$ cat src/hw/rtl/length_prefix_to_start_code_unit_macros.svh
// Assertion macros shared by the conversion unit's modules.
// Each expects clk and rst in scope; rst masks the check.
`ifndef LENGTH_PREFIX_TO_START_CODE_UNIT_MACROS_SVH
`define LENGTH_PREFIX_TO_START_CODE_UNIT_MACROS_SVH

// Property that must hold at every clock edge out of reset.
`define LPSC_ASSERT_ALWAYS(label, expr) \
  label: assert property (@(posedge clk) disable iff (rst) (expr)) \
    else $error("lpsc: invariant violated");

// Same-cycle implication.
`define LPSC_ASSERT_IMPLY(label, ante, cons) \
  label: assert property (@(posedge clk) disable iff (rst) (ante) |-> (cons)) \
    else $error("lpsc: implication violated");

// Next-cycle implication.
`define LPSC_ASSERT_NEXT(label, ante, cons) \
  label: assert property (@(posedge clk) disable iff (rst) (ante) |=> (cons)) \
    else $error("lpsc: next-cycle implication violated");

`endif

$ cat src/hw/rtl/lpsc_pkg.sv
`timescale 1ns / 1ps

package lpsc_pkg;

  localparam int DATA_W = 8;
  localparam int SIZE_W = 25;   // unit_size, out_length, output_capacity
  localparam int PLEN_W = 3;    // length_prefix_bytes
  localparam int ACC_W  = 32;   // length prefix accumulator
  localparam int CFG_IDX_W = 1;

  // Configuration register indexes
  localparam logic [CFG_IDX_W-1:0] REG_PREFIX_BYTES    = 1'd0;
  localparam logic [CFG_IDX_W-1:0] REG_OUTPUT_CAPACITY = 1'd1;

  localparam logic [PLEN_W-1:0] PREFIX_BYTES_RESET    = 3'd4;
  localparam logic [SIZE_W-1:0] OUTPUT_CAPACITY_RESET = 25'd16777216;

  // Result kinds
  localparam logic KIND_DATA    = 1'b0;
  localparam logic KIND_SUMMARY = 1'b1;

  // Status codes
  localparam logic STATUS_OK       = 1'b0;
  localparam logic STATUS_OVERFLOW = 1'b1;

  // NAL header fields
  localparam logic [4:0] NAL_TYPE_MASK = 5'h1F;
  localparam logic [4:0] NAL_TYPE_IDR  = 5'd5;

  // Start code 00 00 00 01, one byte per position
  function automatic logic [DATA_W-1:0] sync_seq_byte(input logic [1:0] idx);
    logic [DATA_W-1:0] b;
    case (idx)
      2'd3:    b = 8'h01;
      default: b = 8'h00;
    endcase
    return b;
  endfunction

  typedef struct packed {
    logic [DATA_W-1:0] in_byte;
    logic              unit_start;
    logic [SIZE_W-1:0] unit_size;
  } item_t;

  typedef struct packed {
    logic [PLEN_W-1:0] prefix_bytes;
    logic [SIZE_W-1:0] capacity;
  } cfg_t;

  // Everything one input word produces, drained one word at a time
  typedef struct packed {
    logic              sync_seq;     // four start-code words
    logic              data_valid;   // one copied NAL word
    logic [DATA_W-1:0] data;
    logic              summary;      // end-of-unit summary word
    logic [SIZE_W-1:0] length;
    logic              idr;
    logic              overflow;
  } bundle_t;

endpackage

$ cat src/hw/rtl/lpsc_if.sv
`timescale 1ns / 1ps

// Input channel: one access-unit byte per word
interface lpsc_in_if;
  logic                        valid;
  logic                        ready;
  logic [lpsc_pkg::DATA_W-1:0] in_byte;
  logic                        unit_start;
  logic [lpsc_pkg::SIZE_W-1:0] unit_size;

  modport source (output valid, in_byte, unit_start, unit_size, input ready);
  modport sink   (input valid, in_byte, unit_start, unit_size, output ready);
endinterface

// Output channel: data byte or end-of-unit summary
interface lpsc_out_if;
  logic                        valid;
  logic                        ready;
  logic                        item_kind;
  logic [lpsc_pkg::DATA_W-1:0] out_byte;
  logic [lpsc_pkg::SIZE_W-1:0] out_length;
  logic                        idr_seen;
  logic                        status;
  logic                        run_last;

  modport source (output valid, item_kind, out_byte, out_length, idr_seen, status,
                  run_last, input ready);
  modport sink   (input valid, item_kind, out_byte, out_length, idr_seen, status,
                  run_last, output ready);
endinterface

$ cat src/hw/rtl/lpsc_parser.sv
`timescale 1ns / 1ps

// Prefix parser: holds the per-unit state and works out, for one input
// word, the next state and the bundle of results it causes.
module lpsc_parser #(
  parameter int MAX_UNIT_BYTES = 16777216
) (
  input  logic              clk,
  input  logic              rst,
  input  logic              fire,
  input  lpsc_pkg::item_t   item,
  input  lpsc_pkg::cfg_t    cfg,
  output lpsc_pkg::bundle_t bundle
);

  localparam int SIZE_W = lpsc_pkg::SIZE_W;
  localparam int ACC_W  = lpsc_pkg::ACC_W;
  localparam int PLEN_W = lpsc_pkg::PLEN_W;
  localparam int UW_RAW = $clog2(MAX_UNIT_BYTES + 1);
  localparam int UW     = (UW_RAW < SIZE_W) ? UW_RAW : SIZE_W;
  localparam longint SIZE_MAX = (longint'(1) << SIZE_W) - 1;
  localparam longint LIM_RAW  = (longint'(MAX_UNIT_BYTES) < SIZE_MAX) ?
                                longint'(MAX_UNIT_BYTES) : SIZE_MAX;
  localparam logic [SIZE_W-1:0] UNIT_LIMIT = SIZE_W'(LIM_RAW);

  localparam logic [1:0] PH_PREFIX = 2'd0;
  localparam logic [1:0] PH_COPY   = 2'd1;
  localparam logic [1:0] PH_STOP   = 2'd2;

  // State registers
  logic [UW-1:0]     bytes_consumed;
  logic [UW-1:0]     unit_total;
  logic [ACC_W-1:0]  length_accum;
  logic [PLEN_W-1:0] prefix_count;
  logic [UW-1:0]     nal_remaining;
  logic [SIZE_W-1:0] bytes_emitted;
  logic [1:0]        phase;
  logic              idr_flag;
  logic              overflow_flag;
  logic              at_nal_header;

  logic [UW-1:0]     bytes_consumed_next;
  logic [UW-1:0]     unit_total_next;
  logic [ACC_W-1:0]  length_accum_next;
  logic [PLEN_W-1:0] prefix_count_next;
  logic [UW-1:0]     nal_remaining_next;
  logic [SIZE_W-1:0] bytes_emitted_next;
  logic [1:0]        phase_next;
  logic              idr_flag_next;
  logic              overflow_flag_next;
  logic              at_nal_header_next;

  // Working values
  logic [SIZE_W-1:0] size_lim;
  logic [UW-1:0]     size_c;
  logic [PLEN_W-1:0] plen;
  logic              active;
  logic [UW-1:0]     before_cnt;
  logic [UW-1:0]     consumed_inc;
  logic [UW-1:0]     left_cnt;
  logic [ACC_W-1:0]  accum_shift;
  logic [PLEN_W-1:0] count_inc;
  logic [ACC_W:0]    need_total;
  logic              cap_over;
  logic [UW-1:0]     rem_dec;

  // Unit size clamp to 1..MAX_UNIT_BYTES
  always_comb begin
    size_lim = (item.unit_size > UNIT_LIMIT) ? UNIT_LIMIT : item.unit_size;
    size_c   = (size_lim == '0) ? UW'(1) : size_lim[UW-1:0];
  end

  // Prefix width clamp to 1..4
  always_comb begin
    if (cfg.prefix_bytes == '0) begin
      plen = PLEN_W'(1);
    end else if (cfg.prefix_bytes > PLEN_W'(4)) begin
      plen = PLEN_W'(4);
    end else begin
      plen = cfg.prefix_bytes;
    end
  end

  // Next state and results for one word
  always_comb begin
    bytes_consumed_next = bytes_consumed;
    unit_total_next     = unit_total;
    length_accum_next   = length_accum;
    prefix_count_next   = prefix_count;
    nal_remaining_next  = nal_remaining;
    bytes_emitted_next  = bytes_emitted;
    phase_next          = phase;
    idr_flag_next       = idr_flag;
    overflow_flag_next  = overflow_flag;
    at_nal_header_next  = at_nal_header;
    bundle              = '0;

    // a start word opens a fresh unit
    if (item.unit_start) begin
      unit_total_next     = size_c;
      bytes_consumed_next = '0;
      length_accum_next   = '0;
      prefix_count_next   = '0;
      nal_remaining_next  = '0;
      bytes_emitted_next  = '0;
      phase_next          = PH_PREFIX;
      idr_flag_next       = 1'b0;
      overflow_flag_next  = 1'b0;
      at_nal_header_next  = 1'b0;
    end

    active       = bytes_consumed_next < unit_total_next;
    before_cnt   = unit_total_next - bytes_consumed_next;
    consumed_inc = bytes_consumed_next + UW'(1);
    left_cnt     = unit_total_next - consumed_inc;
    accum_shift  = {length_accum_next[ACC_W-9:0], item.in_byte};
    count_inc    = prefix_count_next + PLEN_W'(1);
    need_total   = (ACC_W+1)'(bytes_emitted_next) + (ACC_W+1)'(4) +
                   (ACC_W+1)'(accum_shift);
    cap_over     = need_total > (ACC_W+1)'(cfg.capacity);
    rem_dec      = (nal_remaining_next != '0) ? nal_remaining_next - UW'(1)
                                              : nal_remaining_next;

    if (active) begin
      bytes_consumed_next = consumed_inc;
      case (phase_next)
        PH_PREFIX: begin
          if (prefix_count_next == '0 && before_cnt < UW'(plen)) begin
            phase_next = PH_STOP;
          end else if (count_inc >= plen) begin
            prefix_count_next = '0;
            length_accum_next = '0;
            if (accum_shift == '0 || accum_shift > ACC_W'(left_cnt)) begin
              phase_next = PH_STOP;
            end else if (cap_over) begin
              overflow_flag_next = 1'b1;
              phase_next         = PH_STOP;
            end else begin
              bundle.sync_seq    = 1'b1;
              bytes_emitted_next = bytes_emitted_next + SIZE_W'(4);
              nal_remaining_next = accum_shift[UW-1:0];
              at_nal_header_next = 1'b1;
              phase_next         = PH_COPY;
            end
          end else begin
            length_accum_next = accum_shift;
            prefix_count_next = count_inc;
          end
        end
        PH_COPY: begin
          if (at_nal_header_next &&
              (item.in_byte[4:0] & lpsc_pkg::NAL_TYPE_MASK) == lpsc_pkg::NAL_TYPE_IDR) begin
            idr_flag_next = 1'b1;
          end
          at_nal_header_next = 1'b0;
          bundle.data_valid  = 1'b1;
          bundle.data        = item.in_byte;
          bytes_emitted_next = bytes_emitted_next + SIZE_W'(1);
          nal_remaining_next = rem_dec;
          if (rem_dec == '0) begin
            phase_next = PH_PREFIX;
          end
        end
        default: begin
        end
      endcase

      // final byte of the unit: summary
      if (consumed_inc == unit_total_next) begin
        bundle.summary  = 1'b1;
        bundle.length   = bytes_emitted_next;
        bundle.idr      = idr_flag_next;
        bundle.overflow = overflow_flag_next ? lpsc_pkg::STATUS_OVERFLOW
                                             : lpsc_pkg::STATUS_OK;
        phase_next      = PH_STOP;
      end
    end
  end

  // State update, once per processed word
  always_ff @(posedge clk) begin
    if (rst) begin
      bytes_consumed <= '0;
      unit_total     <= '0;
      length_accum   <= '0;
      prefix_count   <= '0;
      nal_remaining  <= '0;
      bytes_emitted  <= '0;
      phase          <= PH_PREFIX;
      idr_flag       <= 1'b0;
      overflow_flag  <= 1'b0;
      at_nal_header  <= 1'b0;
    end else if (fire) begin
      bytes_consumed <= bytes_consumed_next;
      unit_total     <= unit_total_next;
      length_accum   <= length_accum_next;
      prefix_count   <= prefix_count_next;
      nal_remaining  <= nal_remaining_next;
      bytes_emitted  <= bytes_emitted_next;
      phase          <= phase_next;
      idr_flag       <= idr_flag_next;
      overflow_flag  <= overflow_flag_next;
      at_nal_header  <= at_nal_header_next;
    end
  end

`include "length_prefix_to_start_code_unit_macros.svh"

  // a partial prefix never holds a full four bytes
  `LPSC_ASSERT_ALWAYS(a_prefix_count_range, prefix_count <= PLEN_W'(3))
  // copying always has NAL bytes left
  `LPSC_ASSERT_IMPLY(a_copy_nonempty, phase == PH_COPY, nal_remaining != '0)
  // never consume past the unit
  `LPSC_ASSERT_ALWAYS(a_consumed_bound, bytes_consumed <= unit_total)

endmodule

$ cat src/hw/rtl/lpsc_emitter.sv
`timescale 1ns / 1ps

// Result register: holds one word's bundle and drains it one result
// word per cycle onto the output channel while that channel is ready.
module lpsc_emitter (
  input  logic                clk,
  input  logic                rst,
  input  logic                load,
  input  lpsc_pkg::bundle_t   bundle,
  output logic                can_load,
  lpsc_out_if.source          out_ch
);

  logic              busy;
  logic [2:0]        pos;
  lpsc_pkg::bundle_t bnd;

  logic [2:0] n_data;
  logic [2:0] total;
  logic       last;
  logic       take;

  // position decode
  always_comb begin
    n_data = bnd.sync_seq ? 3'd4 : (bnd.data_valid ? 3'd1 : 3'd0);
    total  = n_data + {2'b00, bnd.summary};
    last   = (pos == total - 3'd1);
    take   = busy && out_ch.ready;
    can_load = !busy || (take && last);
  end

  // output word
  always_comb begin
    out_ch.valid    = busy;
    out_ch.run_last = last;
    if (pos < n_data) begin
      out_ch.item_kind  = lpsc_pkg::KIND_DATA;
      out_ch.out_byte   = bnd.sync_seq ? lpsc_pkg::sync_seq_byte(pos[1:0]) : bnd.data;
      out_ch.out_length = '0;
      out_ch.idr_seen   = 1'b0;
      out_ch.status     = lpsc_pkg::STATUS_OK;
    end else begin
      out_ch.item_kind  = lpsc_pkg::KIND_SUMMARY;
      out_ch.out_byte   = '0;
      out_ch.out_length = bnd.length;
      out_ch.idr_seen   = bnd.idr;
      out_ch.status     = bnd.overflow;
    end
  end

  // control
  always_ff @(posedge clk) begin
    if (rst) begin
      busy <= 1'b0;
      pos  <= '0;
    end else if (load) begin
      busy <= 1'b1;
      pos  <= '0;
    end else if (take) begin
      if (last) begin
        busy <= 1'b0;
      end else begin
        pos <= pos + 3'd1;
      end
    end
  end

  // payload
  always_ff @(posedge clk) begin
    if (load) begin
      bnd <= bundle;
    end
  end

`include "length_prefix_to_start_code_unit_macros.svh"

  // summary is always the final result of its word
  `LPSC_ASSERT_IMPLY(a_summary_last, busy && out_ch.item_kind == lpsc_pkg::KIND_SUMMARY,
                     out_ch.run_last)
  // drain position stays inside the bundle
  `LPSC_ASSERT_IMPLY(a_pos_range, busy, pos < total)

endmodule

$ cat src/hw/rtl/length_prefix_to_start_code_unit.sv
`timescale 1ns / 1ps

// Length-prefix to start-code converter. Takes one access unit as a byte
// stream (unit_start and unit_size on its first byte) and emits the unit with
// every 1- to 4-byte big-endian NAL length replaced by 00 00 00 01, then one
// summary word with output length, IDR flag and overflow status after the
// unit's last byte. Input bytes are taken at one per cycle as long as each
// yields at most one result and the output channel is ready; a byte that
// completes a length prefix yields four start-code words, and the input
// holds off while the result register drains them one word per cycle. A
// byte whose result is a data word plus the summary also holds the input
// until both words drain. An accepted byte passes the input register, then
// the result register, before its first result. Registers: index 0 = length
// prefix width, index 1 = output capacity; write them only between units.
module length_prefix_to_start_code_unit #(
  parameter int MAX_UNIT_BYTES = 16777216
) (
  input  logic                               clk,
  input  logic                               rst,
  input  logic                               cfg_write_en,
  input  logic [lpsc_pkg::CFG_IDX_W-1:0]     cfg_index,
  input  logic [lpsc_pkg::SIZE_W-1:0]        cfg_data,
  lpsc_in_if.sink                            in_ch,
  lpsc_out_if.source                         out_ch
);

  lpsc_pkg::cfg_t    cfg;
  lpsc_pkg::item_t   item;
  lpsc_pkg::bundle_t bundle;
  logic              item_valid;
  logic              can_load;
  logic              fire;
  logic              bundle_any;

  // configuration registers
  always_ff @(posedge clk) begin
    if (rst) begin
      cfg.prefix_bytes <= lpsc_pkg::PREFIX_BYTES_RESET;
      cfg.capacity     <= lpsc_pkg::OUTPUT_CAPACITY_RESET;
    end else if (cfg_write_en) begin
      case (cfg_index)
        lpsc_pkg::REG_PREFIX_BYTES:    cfg.prefix_bytes <= cfg_data[lpsc_pkg::PLEN_W-1:0];
        lpsc_pkg::REG_OUTPUT_CAPACITY: cfg.capacity     <= cfg_data;
        default: begin
        end
      endcase
    end
  end

  // input register: takes a new word when empty or whenever the held one moves on
  assign fire         = item_valid && can_load;
  assign in_ch.ready  = !item_valid || fire;

  always_ff @(posedge clk) begin
    if (rst) begin
      item_valid <= 1'b0;
    end else if (in_ch.valid && in_ch.ready) begin
      item_valid <= 1'b1;
    end else if (fire) begin
      item_valid <= 1'b0;
    end
  end

  always_ff @(posedge clk) begin
    if (in_ch.valid && in_ch.ready) begin
      item.in_byte    <= in_ch.in_byte;
      item.unit_start <= in_ch.unit_start;
      item.unit_size  <= in_ch.unit_size;
    end
  end

  lpsc_parser #(
    .MAX_UNIT_BYTES(MAX_UNIT_BYTES)
  ) u_parser (
    .clk    (clk),
    .rst    (rst),
    .fire   (fire),
    .item   (item),
    .cfg    (cfg),
    .bundle (bundle)
  );

  assign bundle_any = bundle.sync_seq | bundle.data_valid | bundle.summary;

  lpsc_emitter u_emitter (
    .clk      (clk),
    .rst      (rst),
    .load     (fire && bundle_any),
    .bundle   (bundle),
    .can_load (can_load),
    .out_ch   (out_ch)
  );

endmodule
$ cat src/flat_wrapper.sv
// flat-port wrapper written by rule: the top's interface ports become plain ports
module length_prefix_to_start_code_unit_flat 
#(
  parameter int MAX_UNIT_BYTES = 16777216
)
  (clk, rst, cfg_write_en, cfg_index, cfg_data, in_ch_valid, in_ch_in_byte, in_ch_unit_start, in_ch_unit_size, in_ch_ready, out_ch_valid, out_ch_item_kind, out_ch_out_byte, out_ch_out_length, out_ch_idr_seen, out_ch_status, out_ch_run_last, out_ch_ready);
  lpsc_in_if in_ch_i ();
  lpsc_out_if out_ch_i ();
  input  logic clk;
  input  logic rst;
  input  logic cfg_write_en;
  input  logic [lpsc_pkg::CFG_IDX_W-1:0] cfg_index;
  input  logic [lpsc_pkg::SIZE_W-1:0] cfg_data;
  input wire logic [$bits(in_ch_i.valid)-1:0] in_ch_valid;
  input wire logic [$bits(in_ch_i.in_byte)-1:0] in_ch_in_byte;
  input wire logic [$bits(in_ch_i.unit_start)-1:0] in_ch_unit_start;
  input wire logic [$bits(in_ch_i.unit_size)-1:0] in_ch_unit_size;
  output wire logic [$bits(in_ch_i.ready)-1:0] in_ch_ready;
  output wire logic [$bits(out_ch_i.valid)-1:0] out_ch_valid;
  output wire logic [$bits(out_ch_i.item_kind)-1:0] out_ch_item_kind;
  output wire logic [$bits(out_ch_i.out_byte)-1:0] out_ch_out_byte;
  output wire logic [$bits(out_ch_i.out_length)-1:0] out_ch_out_length;
  output wire logic [$bits(out_ch_i.idr_seen)-1:0] out_ch_idr_seen;
  output wire logic [$bits(out_ch_i.status)-1:0] out_ch_status;
  output wire logic [$bits(out_ch_i.run_last)-1:0] out_ch_run_last;
  input wire logic [$bits(out_ch_i.ready)-1:0] out_ch_ready;
  assign in_ch_i.valid = in_ch_valid;
  assign in_ch_i.in_byte = in_ch_in_byte;
  assign in_ch_i.unit_start = in_ch_unit_start;
  assign in_ch_i.unit_size = in_ch_unit_size;
  assign in_ch_ready = in_ch_i.ready;
  assign out_ch_valid = out_ch_i.valid;
  assign out_ch_item_kind = out_ch_i.item_kind;
  assign out_ch_out_byte = out_ch_i.out_byte;
  assign out_ch_out_length = out_ch_i.out_length;
  assign out_ch_idr_seen = out_ch_i.idr_seen;
  assign out_ch_status = out_ch_i.status;
  assign out_ch_run_last = out_ch_i.run_last;
  assign out_ch_i.ready = out_ch_ready;
  length_prefix_to_start_code_unit #(.MAX_UNIT_BYTES(MAX_UNIT_BYTES)) u_core (.clk(clk), .rst(rst), .cfg_write_en(cfg_write_en), .cfg_index(cfg_index), .cfg_data(cfg_data), .in_ch(in_ch_i), .out_ch(out_ch_i));
endmodule
$ cat config.mk
export PLATFORM = sky130hd
export DESIGN_NAME = length_prefix_to_start_code_unit_flat
export DESIGN_NICKNAME = d
export VERILOG_FILES = /design/src/hw/rtl/lpsc_pkg.sv /design/src/hw/rtl/lpsc_if.sv /design/src/hw/rtl/lpsc_parser.sv /design/src/hw/rtl/lpsc_emitter.sv /design/src/hw/rtl/length_prefix_to_start_code_unit.sv /design/src/flat_wrapper.sv
export VERILOG_INCLUDE_DIRS = /design/src /design/src/hw/rtl
export SDC_FILE = /design/constraint.sdc
export NUM_CORES = 1
export LEC_CHECK = 0
export ABC_AREA = 0
export BUFFER_PORTS_ARGS = -buffer_cell sky130_fd_sc_hd__buf_2
export CORE_MARGIN = 2
export CORE_UTILIZATION = 36
export DETAILED_ROUTE_END_ITERATION = 7
export REMOVE_ABC_BUFFERS = 1
export SYNTH_ARGS = -nofsm -noshare
export SYNTH_HDL_FRONTEND = slang
export SYNTH_SLANG_ARGS = --single-unit
$ cat constraint.sdc
create_clock -name clk -period 11.15 [get_ports clk]
set_input_delay 1.6725 -clock clk [delete_from_list [all_inputs] [get_ports clk]]
set_output_delay 1.6725 -clock clk [all_outputs]
set_load 0.05 [all_outputs]
== Word level (Yosys, flattened, before mapping) ==
Index checks and enable logic that the tools add are counted.

* Multiplexer cells: 83
* Equality and inequality tests: 5
* Add/sub/neg operators: 12
* Magnitude comparators: 8
* Bitwise logic cells: 4
* Reductions and logical operators: 29

{| class="wikitable"
|+ Operator list
! kind !! count
|-
| 25-bit 2-to-1 mux || 19
|-
| 32-bit 2-to-1 mux || 5
|-
| 25-bit case mux with 2 select lines || 2
|-
| 25-bit by 1-bit adder with 25-bit output, second input constant || 2
|-
| 25-bit zero test || 2
|-
| 25-bit subtractor || 2
|-
| 38-bit 2-to-1 mux || 1
|-
| 1-bit 2-to-1 mux || 34
|-
| 26-bit by 32-bit adder with 33-bit output || 1
|-
| 33-bit by 25-bit > comparator with 1-bit output || 1
|-
| 32-bit by 25-bit > comparator with 1-bit output || 1
|-
| 32-bit zero test || 1
|-
| 28-bit 2-to-1 mux || 1
|-
| 25-bit by 3-bit adder with 26-bit output, second input constant || 1
|-
| 25-bit by 3-bit adder with 25-bit output, second input constant || 1
|-
| 25-bit equality test || 1
|-
| 25-bit > comparator, second input constant || 1
|-
| 25-bit less-than comparator || 1
|-
| 25-bit by 3-bit less-than comparator with 1-bit output || 1
|-
| 25-bit nonzero test || 1
|-
| 25-bit by 1-bit subtractor with 25-bit output, second input constant || 1
|-
| 3-bit 2-to-1 mux || 8
|-
| 2-bit 2-to-1 mux || 8
|-
| 8-bit 2-to-1 mux || 2
|-
| 23 further kinds || 43
|}

* Input bits: 65
* Output and inout bits: 39
* Logic and storage cells: 166
* Register bits after elaboration: 245

== Depth between registers and ports, before layout ==
* Word-level depth: 21
* Mapped depth: 41
* Mapped depth without buffers: 32

== Modules after synthesis ==
A second synthesis with hierarchy kept.

* Cells, all modules: 2571
* Area, all modules: 20051.7 sq um

{| class="wikitable"
|+ By module, submodules not included
! module !! cells each !! area each (sq um) !! instances !! seq. area each (sq um)
|-
| lpsc_parser || 2283 || 15967.8 || 1 || 2642.5
|-
| length_prefix_to_start_code_unit || 166 || 2364.8 || 1 || 1601.5
|-
| lpsc_emitter || 122 || 1719.1 || 1 || 1221.2
|}

== Least setup slack after synthesis ==
Ideal clock, no wire load.

* Kind: register -> register
* Start point: register u_core.item[25] (netlist name)
* End point: register u_core.u_emitter.bnd[0] (netlist bit) (enable)
* Period minus slack after synthesis: 10.208 ns
* Stages on the path, launching flop included: 34
* Data required time: 10.686 ns
* Path buffers: 10
* Slack: 0.942 ns
* Arrival: 9.744 ns
* Library setup time: 0.464 ns
* Cells stage by stage: edfxtp_1 buf_2 buf_2 clkbuf_1 clkbuf_1 buf_1 buf_1 clkbuf_1 clkbuf_1 buf_1 mux2_2 fa_1 a21o_1 a21oi_1 o21ai_0 a21oi_1 o21ai_0 a211oi_1 o31ai_1 a21o_1 a21oi_1 xor2_1 ha_1 and4_1 o211ai_1 a31oi_1 a2111oi_0 a21o_1 nand4_1 a2111oi_4 a21boi_2 buf_6 nand2_1 a31oi_1

* Elaborated cells between the ends (all ways): 35
* Classes of those cells: 6 x add/sub; 5 x order compare; 2 x eq/ne; 14 x mux; 2 x bitwise; 6 x reduce/logical

{| class="wikitable"
|+ RTL lines
! element !! RTL line !! RTL
|-
| 25-bit 2-to-1 mux (*) || lpsc_parser.sv:99 || <nowiki>if (item.unit_start) begin</nowiki>
|-
| named net u_core.u_parser.unit_total_next[1] || lpsc_parser.sv:43 || <nowiki>logic [UW-1:0] unit_total_next;</nowiki>
|-
| 25-bit subtractor || lpsc_parser.sv:115 || <nowiki>left_cnt = unit_total_next - consumed_inc;</nowiki>
|-
| 32-bit by 25-bit > comparator with 1-bit output || lpsc_parser.sv:133 || <nowiki>if (accum_shift == '0 || accum_shift > ACC_W'(left_cnt)) begin</nowiki>
|-
| 1-bit logical OR || lpsc_parser.sv:133 ||
|-
| 1-bit 2-to-1 mux || lpsc_parser.sv:133 ||
|-
| 1-bit 2-to-1 mux || lpsc_parser.sv:130 || <nowiki>end else if (count_inc >= plen) begin</nowiki>
|-
| 1-bit 2-to-1 mux || lpsc_parser.sv:128 || <nowiki>if (prefix_count_next == '0 && before_cnt < UW'(plen)) begin</nowiki>
|-
| 1-bit 2-to-1 mux || lpsc_parser.sv:126 || <nowiki>case (phase_next)</nowiki>
|-
| 38-bit 2-to-1 mux (*) || lpsc_parser.sv:124 || <nowiki>if (active) begin</nowiki>
|-
| 1-bit bitwise OR || length_prefix_to_start_code_unit.sv:83 || <nowiki>assign bundle_any = bundle.sync_seq | bundle.data_valid | bundle.summary;</nowiki>
|-
| 1-bit bitwise OR (*) || length_prefix_to_start_code_unit.sv:83 ||
|-
| 1-bit logical AND (*) || length_prefix_to_start_code_unit.sv:88 || <nowiki>.load (fire && bundle_any),</nowiki>
|-
| named net u_core.u_emitter.load || lpsc_emitter.sv:8 || <nowiki>input logic load,</nowiki>
|-
| end signal: assignment || lpsc_emitter.sv:71 || <nowiki>bnd <= bundle;</nowiki>
|-
| end: declaration || lpsc_emitter.sv:16 || <nowiki>lpsc_pkg::bundle_t bnd;</nowiki>
|}

Mark *: on every way through the listed nets, which the timed path passes. The rest lies on a longest branch.
A chain may end at the register's enable or synchronous reset.

== Final worst setup path ==
* Start point: register u_core.item[25] (netlist name)
* End point: register u_core.u_emitter.bnd[15] (netlist bit) (enable)

* Longest elaborated chain between the ends: 13
* Elaborated cells between the ends (all ways): 35
* Classes of those cells: 6 x add/sub; 5 x order compare; 2 x eq/ne; 14 x mux; 2 x bitwise; 6 x reduce/logical

{| class="wikitable"
|+ Ends and longest elaborated chain
! element !! RTL line
|-
| 25-bit 2-to-1 mux || lpsc_parser.sv:99
|-
| 25-bit by 3-bit adder with 26-bit output / 25-bit by 1-bit adder with 25-bit output (equally long branches) || lpsc_parser.sv:118, lpsc_parser.sv:114
|-
| 26-bit by 32-bit adder with 33-bit output / 25-bit subtractor (equally long branches) || lpsc_parser.sv:118, lpsc_parser.sv:115
|-
| 33-bit by 25-bit > comparator with 1-bit output / 32-bit by 25-bit > comparator with 1-bit output (equally long branches) || lpsc_parser.sv:120, lpsc_parser.sv:133
|-
| 1-bit 2-to-1 mux / 1-bit logical OR (equally long branches) || lpsc_parser.sv:135, lpsc_parser.sv:133
|-
| 1-bit 2-to-1 mux || lpsc_parser.sv:133
|-
| 1-bit 2-to-1 mux || lpsc_parser.sv:130
|-
| 1-bit 2-to-1 mux || lpsc_parser.sv:128
|-
| 1-bit 2-to-1 mux || lpsc_parser.sv:126
|-
| 38-bit 2-to-1 mux (*) || lpsc_parser.sv:124
|-
| 1-bit bitwise OR || length_prefix_to_start_code_unit.sv:83
|-
| 1-bit bitwise OR (*) || length_prefix_to_start_code_unit.sv:83
|-
| 1-bit logical AND (*) || length_prefix_to_start_code_unit.sv:88
|-
| named net u_core.u_emitter.load || lpsc_emitter.sv:8
|}

Marked as above.

==> out/metrics.cfg <==
[status]
status = completed

[worst_setup_path]
cp-startpoint = u_core.item[25]
cp.arrival_ns = 9.06
cpMostUsedCell = ha_1
cp_slowest_cell = edfxtp_1
required_ns = 11.41
r2r-start = u_core.item[25]
cp-start-kind = flop
cp_slowest_stage_delay_ns = 0.71
path_max_fanout = 42
path_class = flop to flop
end_kind = flop

[power]
total_power_mw = 2.643
irDropWorstVdd_uv = 101.6
power_density_nw_per_um2 = 117.3
p_leak_nw = 8.733

[worst_hold_path]
hold_start = u_core.cfg[23]
hp-class = flop to flop

[floorplanning]
die_area_sq_um = 58280
die_w_um = 241.4
ios = 104
start_util_pct = 36.20
die_h_um = 241.4
coreArea_sq_um = 56060
placementRows = 87

[layout]
seq_area_sq_um = 5465
final_cell_area_sq_um = 22530
area_growth_pct = 11.03
drive_above_1_share_pct = 9.091
fill_cells = 5685
fin_nets = 2868
fin_util_pct = 40.19
multiInputGateArea_sq_um = 13880

[sta]
slew_violations = 0
tns_ns = 0
whs_ns = 0.4552
skew_ns = 0.03626
worstMarginPinSlew_ns = 1.176
fin_crit_ns = 8.802
rsz0062_at_grt = false
layout_worst_path_cycle_share_pct = 78.94
hold_viol = 0
max_slew_margin_pct = 21.56
finalSetupViolations = 0
fmax_mhz = 113.6

[clock_tree]
cts-root-buf = clkbuf_16
clk_latency_ns = 0.63
post_cts_buffers = 0
clk_pin_slew_ns = 0.06
cts_max_level = 1
numClockSinks = 237
ctsResizeCount = 0
cts_buffer_depth = 3
cts_buffers = 31
cts_tree = yes
cts_hold_buf = 0

[synthesis]
synth-async-reset-ratio_pct = 0
avgSynthCellArea_sq_um = 7.727
ys.flop_type = dfxtp_1
synthTopCellsByArea = dfxtp_1, edfxtp_1, ha_1, a21oi_1, nand2_1
synth_common_cells = nand2_1, a21oi_1, nor2_1
ys_ff_latch = 237
synth_top_area_share_pct = 16.28
syn_inst = 2626
ys_warn_count = 0
ys_seq_area_share_pct = 26.93
synth_area_sq_um = 20290
yosysMostFrequentCell = nand2_1
synth_edf_count = 72
synthDistinctLibCells = 90
yosysTopAreaCell = dfxtp_1

[routing]
drc_errors = 0
drt_pass1_iterations = 6
dr.first_iter.drc_count = 2157
drt-vias-per-instance = 6.139
finalWirelength_um = 76850
routedWlPerCell_um = 22.47
antenna_left = 0
num_vias = 21000

[global_routing]
grt_max_degree = 131
grt_pass1_vias = 20070
antenna_found_initial = 1
track_usage_pct = 25.84
grt_pass1_wl_um = 116700
grt.overflow.total = 0

[place]
hpwl_um = 57250
io_buffers = 103
dpl_cell_area_sq_um = 21430
gp_congestion = 0.9558

[flow_run]
maxCapViolCount = 0

==> flip-flops by register name (all words and copies together), names as in the netlist <==
signal                          flops
u_core.u_emitter.bnd               38
u_core.item                        34
u_core.cfg                         28
u_core.u_parser.bytes_consumed     25
u_core.u_parser.bytes_emitted      25
u_core.u_parser.nal_remaining      25
u_core.u_parser.unit_total         25
u_core.u_parser.length_accum       24
u_core.u_emitter.pos                3
u_core.u_parser.prefix_count        3
u_core.u_parser.phase               2
u_core.item_valid                   1
u_core.u_emitter.out_ch.valid       1
u_core.u_parser.at_nal_header       1
u_core.u_parser.idr_flag            1
u_core.u_parser.overflow_flag       1
==> critical path: cells and delay by family, from the launching register on <==
| family | cells | cell delay [ns] |
|---|---|---|
| muxes | 1 | 0.37 |
| adders and majority gates | 3 | 0.90 |
| xor gates and xnor gates | 1 | 0.15 |
| DFF | 1 | 0.71 |
| AOI/OAI and AO/OA | 14 | 3.59 |
| and+or+nand+nor | 5 | 1.22 |
| buffers and inverters | 5 | 1.48 |
==> per-layer routing <==
| metal | vias up | global-route usage, % | part of all wire (%) |
|---|---|---|---|
| met4 | 2 | 14.46 | 6.1 |
| li1 | 9782 | - | - |
| met1 | 9957 | 32.52 | 41 |
| met5 | - | 0 | 0.016 |
| met3 | 269 | 3.692 | 7.6 |
| met2 | 985 | 42.46 | 45 |
==> power breakdown <==
| part | switching, mW | internal (mW) |
|---|---|---|
| clock network | 0.440 | 0.643 |
| logic | 0.415 | 0.208 |
| registers | 0.0267 | 0.911 |
| total | 0.882 | 1.76 |
==> cell families (layout without fill, tap and decap cells) <==
logic type	Yosys count	count (layout)	share of synthesized area, %
simple gates	1027	1027	25.37
compound gates	802	802	26.11
buf+inv	255	291	4.859
flops	237	237	26.93
fa+ha+maj	166	166	10.35
xor+xnor	94	94	4.057
mux	45	45	2.325
other cells	0	2	0
==> area by class of cell <==
class                      instances  share of cell area (%)
clock buffer                      40                   3.821
sequential                       237                   24.26
clock inverter                    18                   1.050
antenna                            2                 0.02221
multi-input combinational       2134                   61.59
inverter                          98                   1.638
tap                              756                   4.198
timing repair buffer             135                   3.421
==> final timing paths <==
kind              depth (start not counted)                        to  slack, ns
setup / recovery                         29  u_core.u_emitter.bnd[15]       2.35
hold / removal                            2            u_core.cfg[23]       0.46
setup reg to reg                         29  u_core.u_emitter.bnd[15]       2.35
hold reg to reg                           2            u_core.cfg[23]       0.46
==> through the flow <==
stage / worst slack [ns] / std cells
floorplan: -2.060 / 2469
global placement: 2.616 / 3360
detailed placement: 2.556 / 3360
CTS: 2.542 / 3418
global route: 1.903 / 3418
finish: 2.348 / 3420
==> placed cells by master, fill, tap and decap left out, drive strengths merged, types with 9 or more instances in the layout <==
master,count
buf,135
o21a,19
a21oi,226
or2,9
o211ai,28
a211oi,29
mux2,17
or3,29
edfxtp,72
nor2,203
o31ai,26
a22o,47
ha,163
and3,41
a21o,45
inv,100
nand2b,43
nor3,76
nor2b,67
nand4,55
nand3,71
xnor2,57
nand2,292
nor4,40
o21ai,171
and2,44
clkbuf,40
or4,18
mux2i,28
clkinv,11
a22oi,38
a31oi,33
xor2,37
and4,9
o21bai,9
a2111oi,18
dfxtp,165
Power figures use the tool's default switching activity.
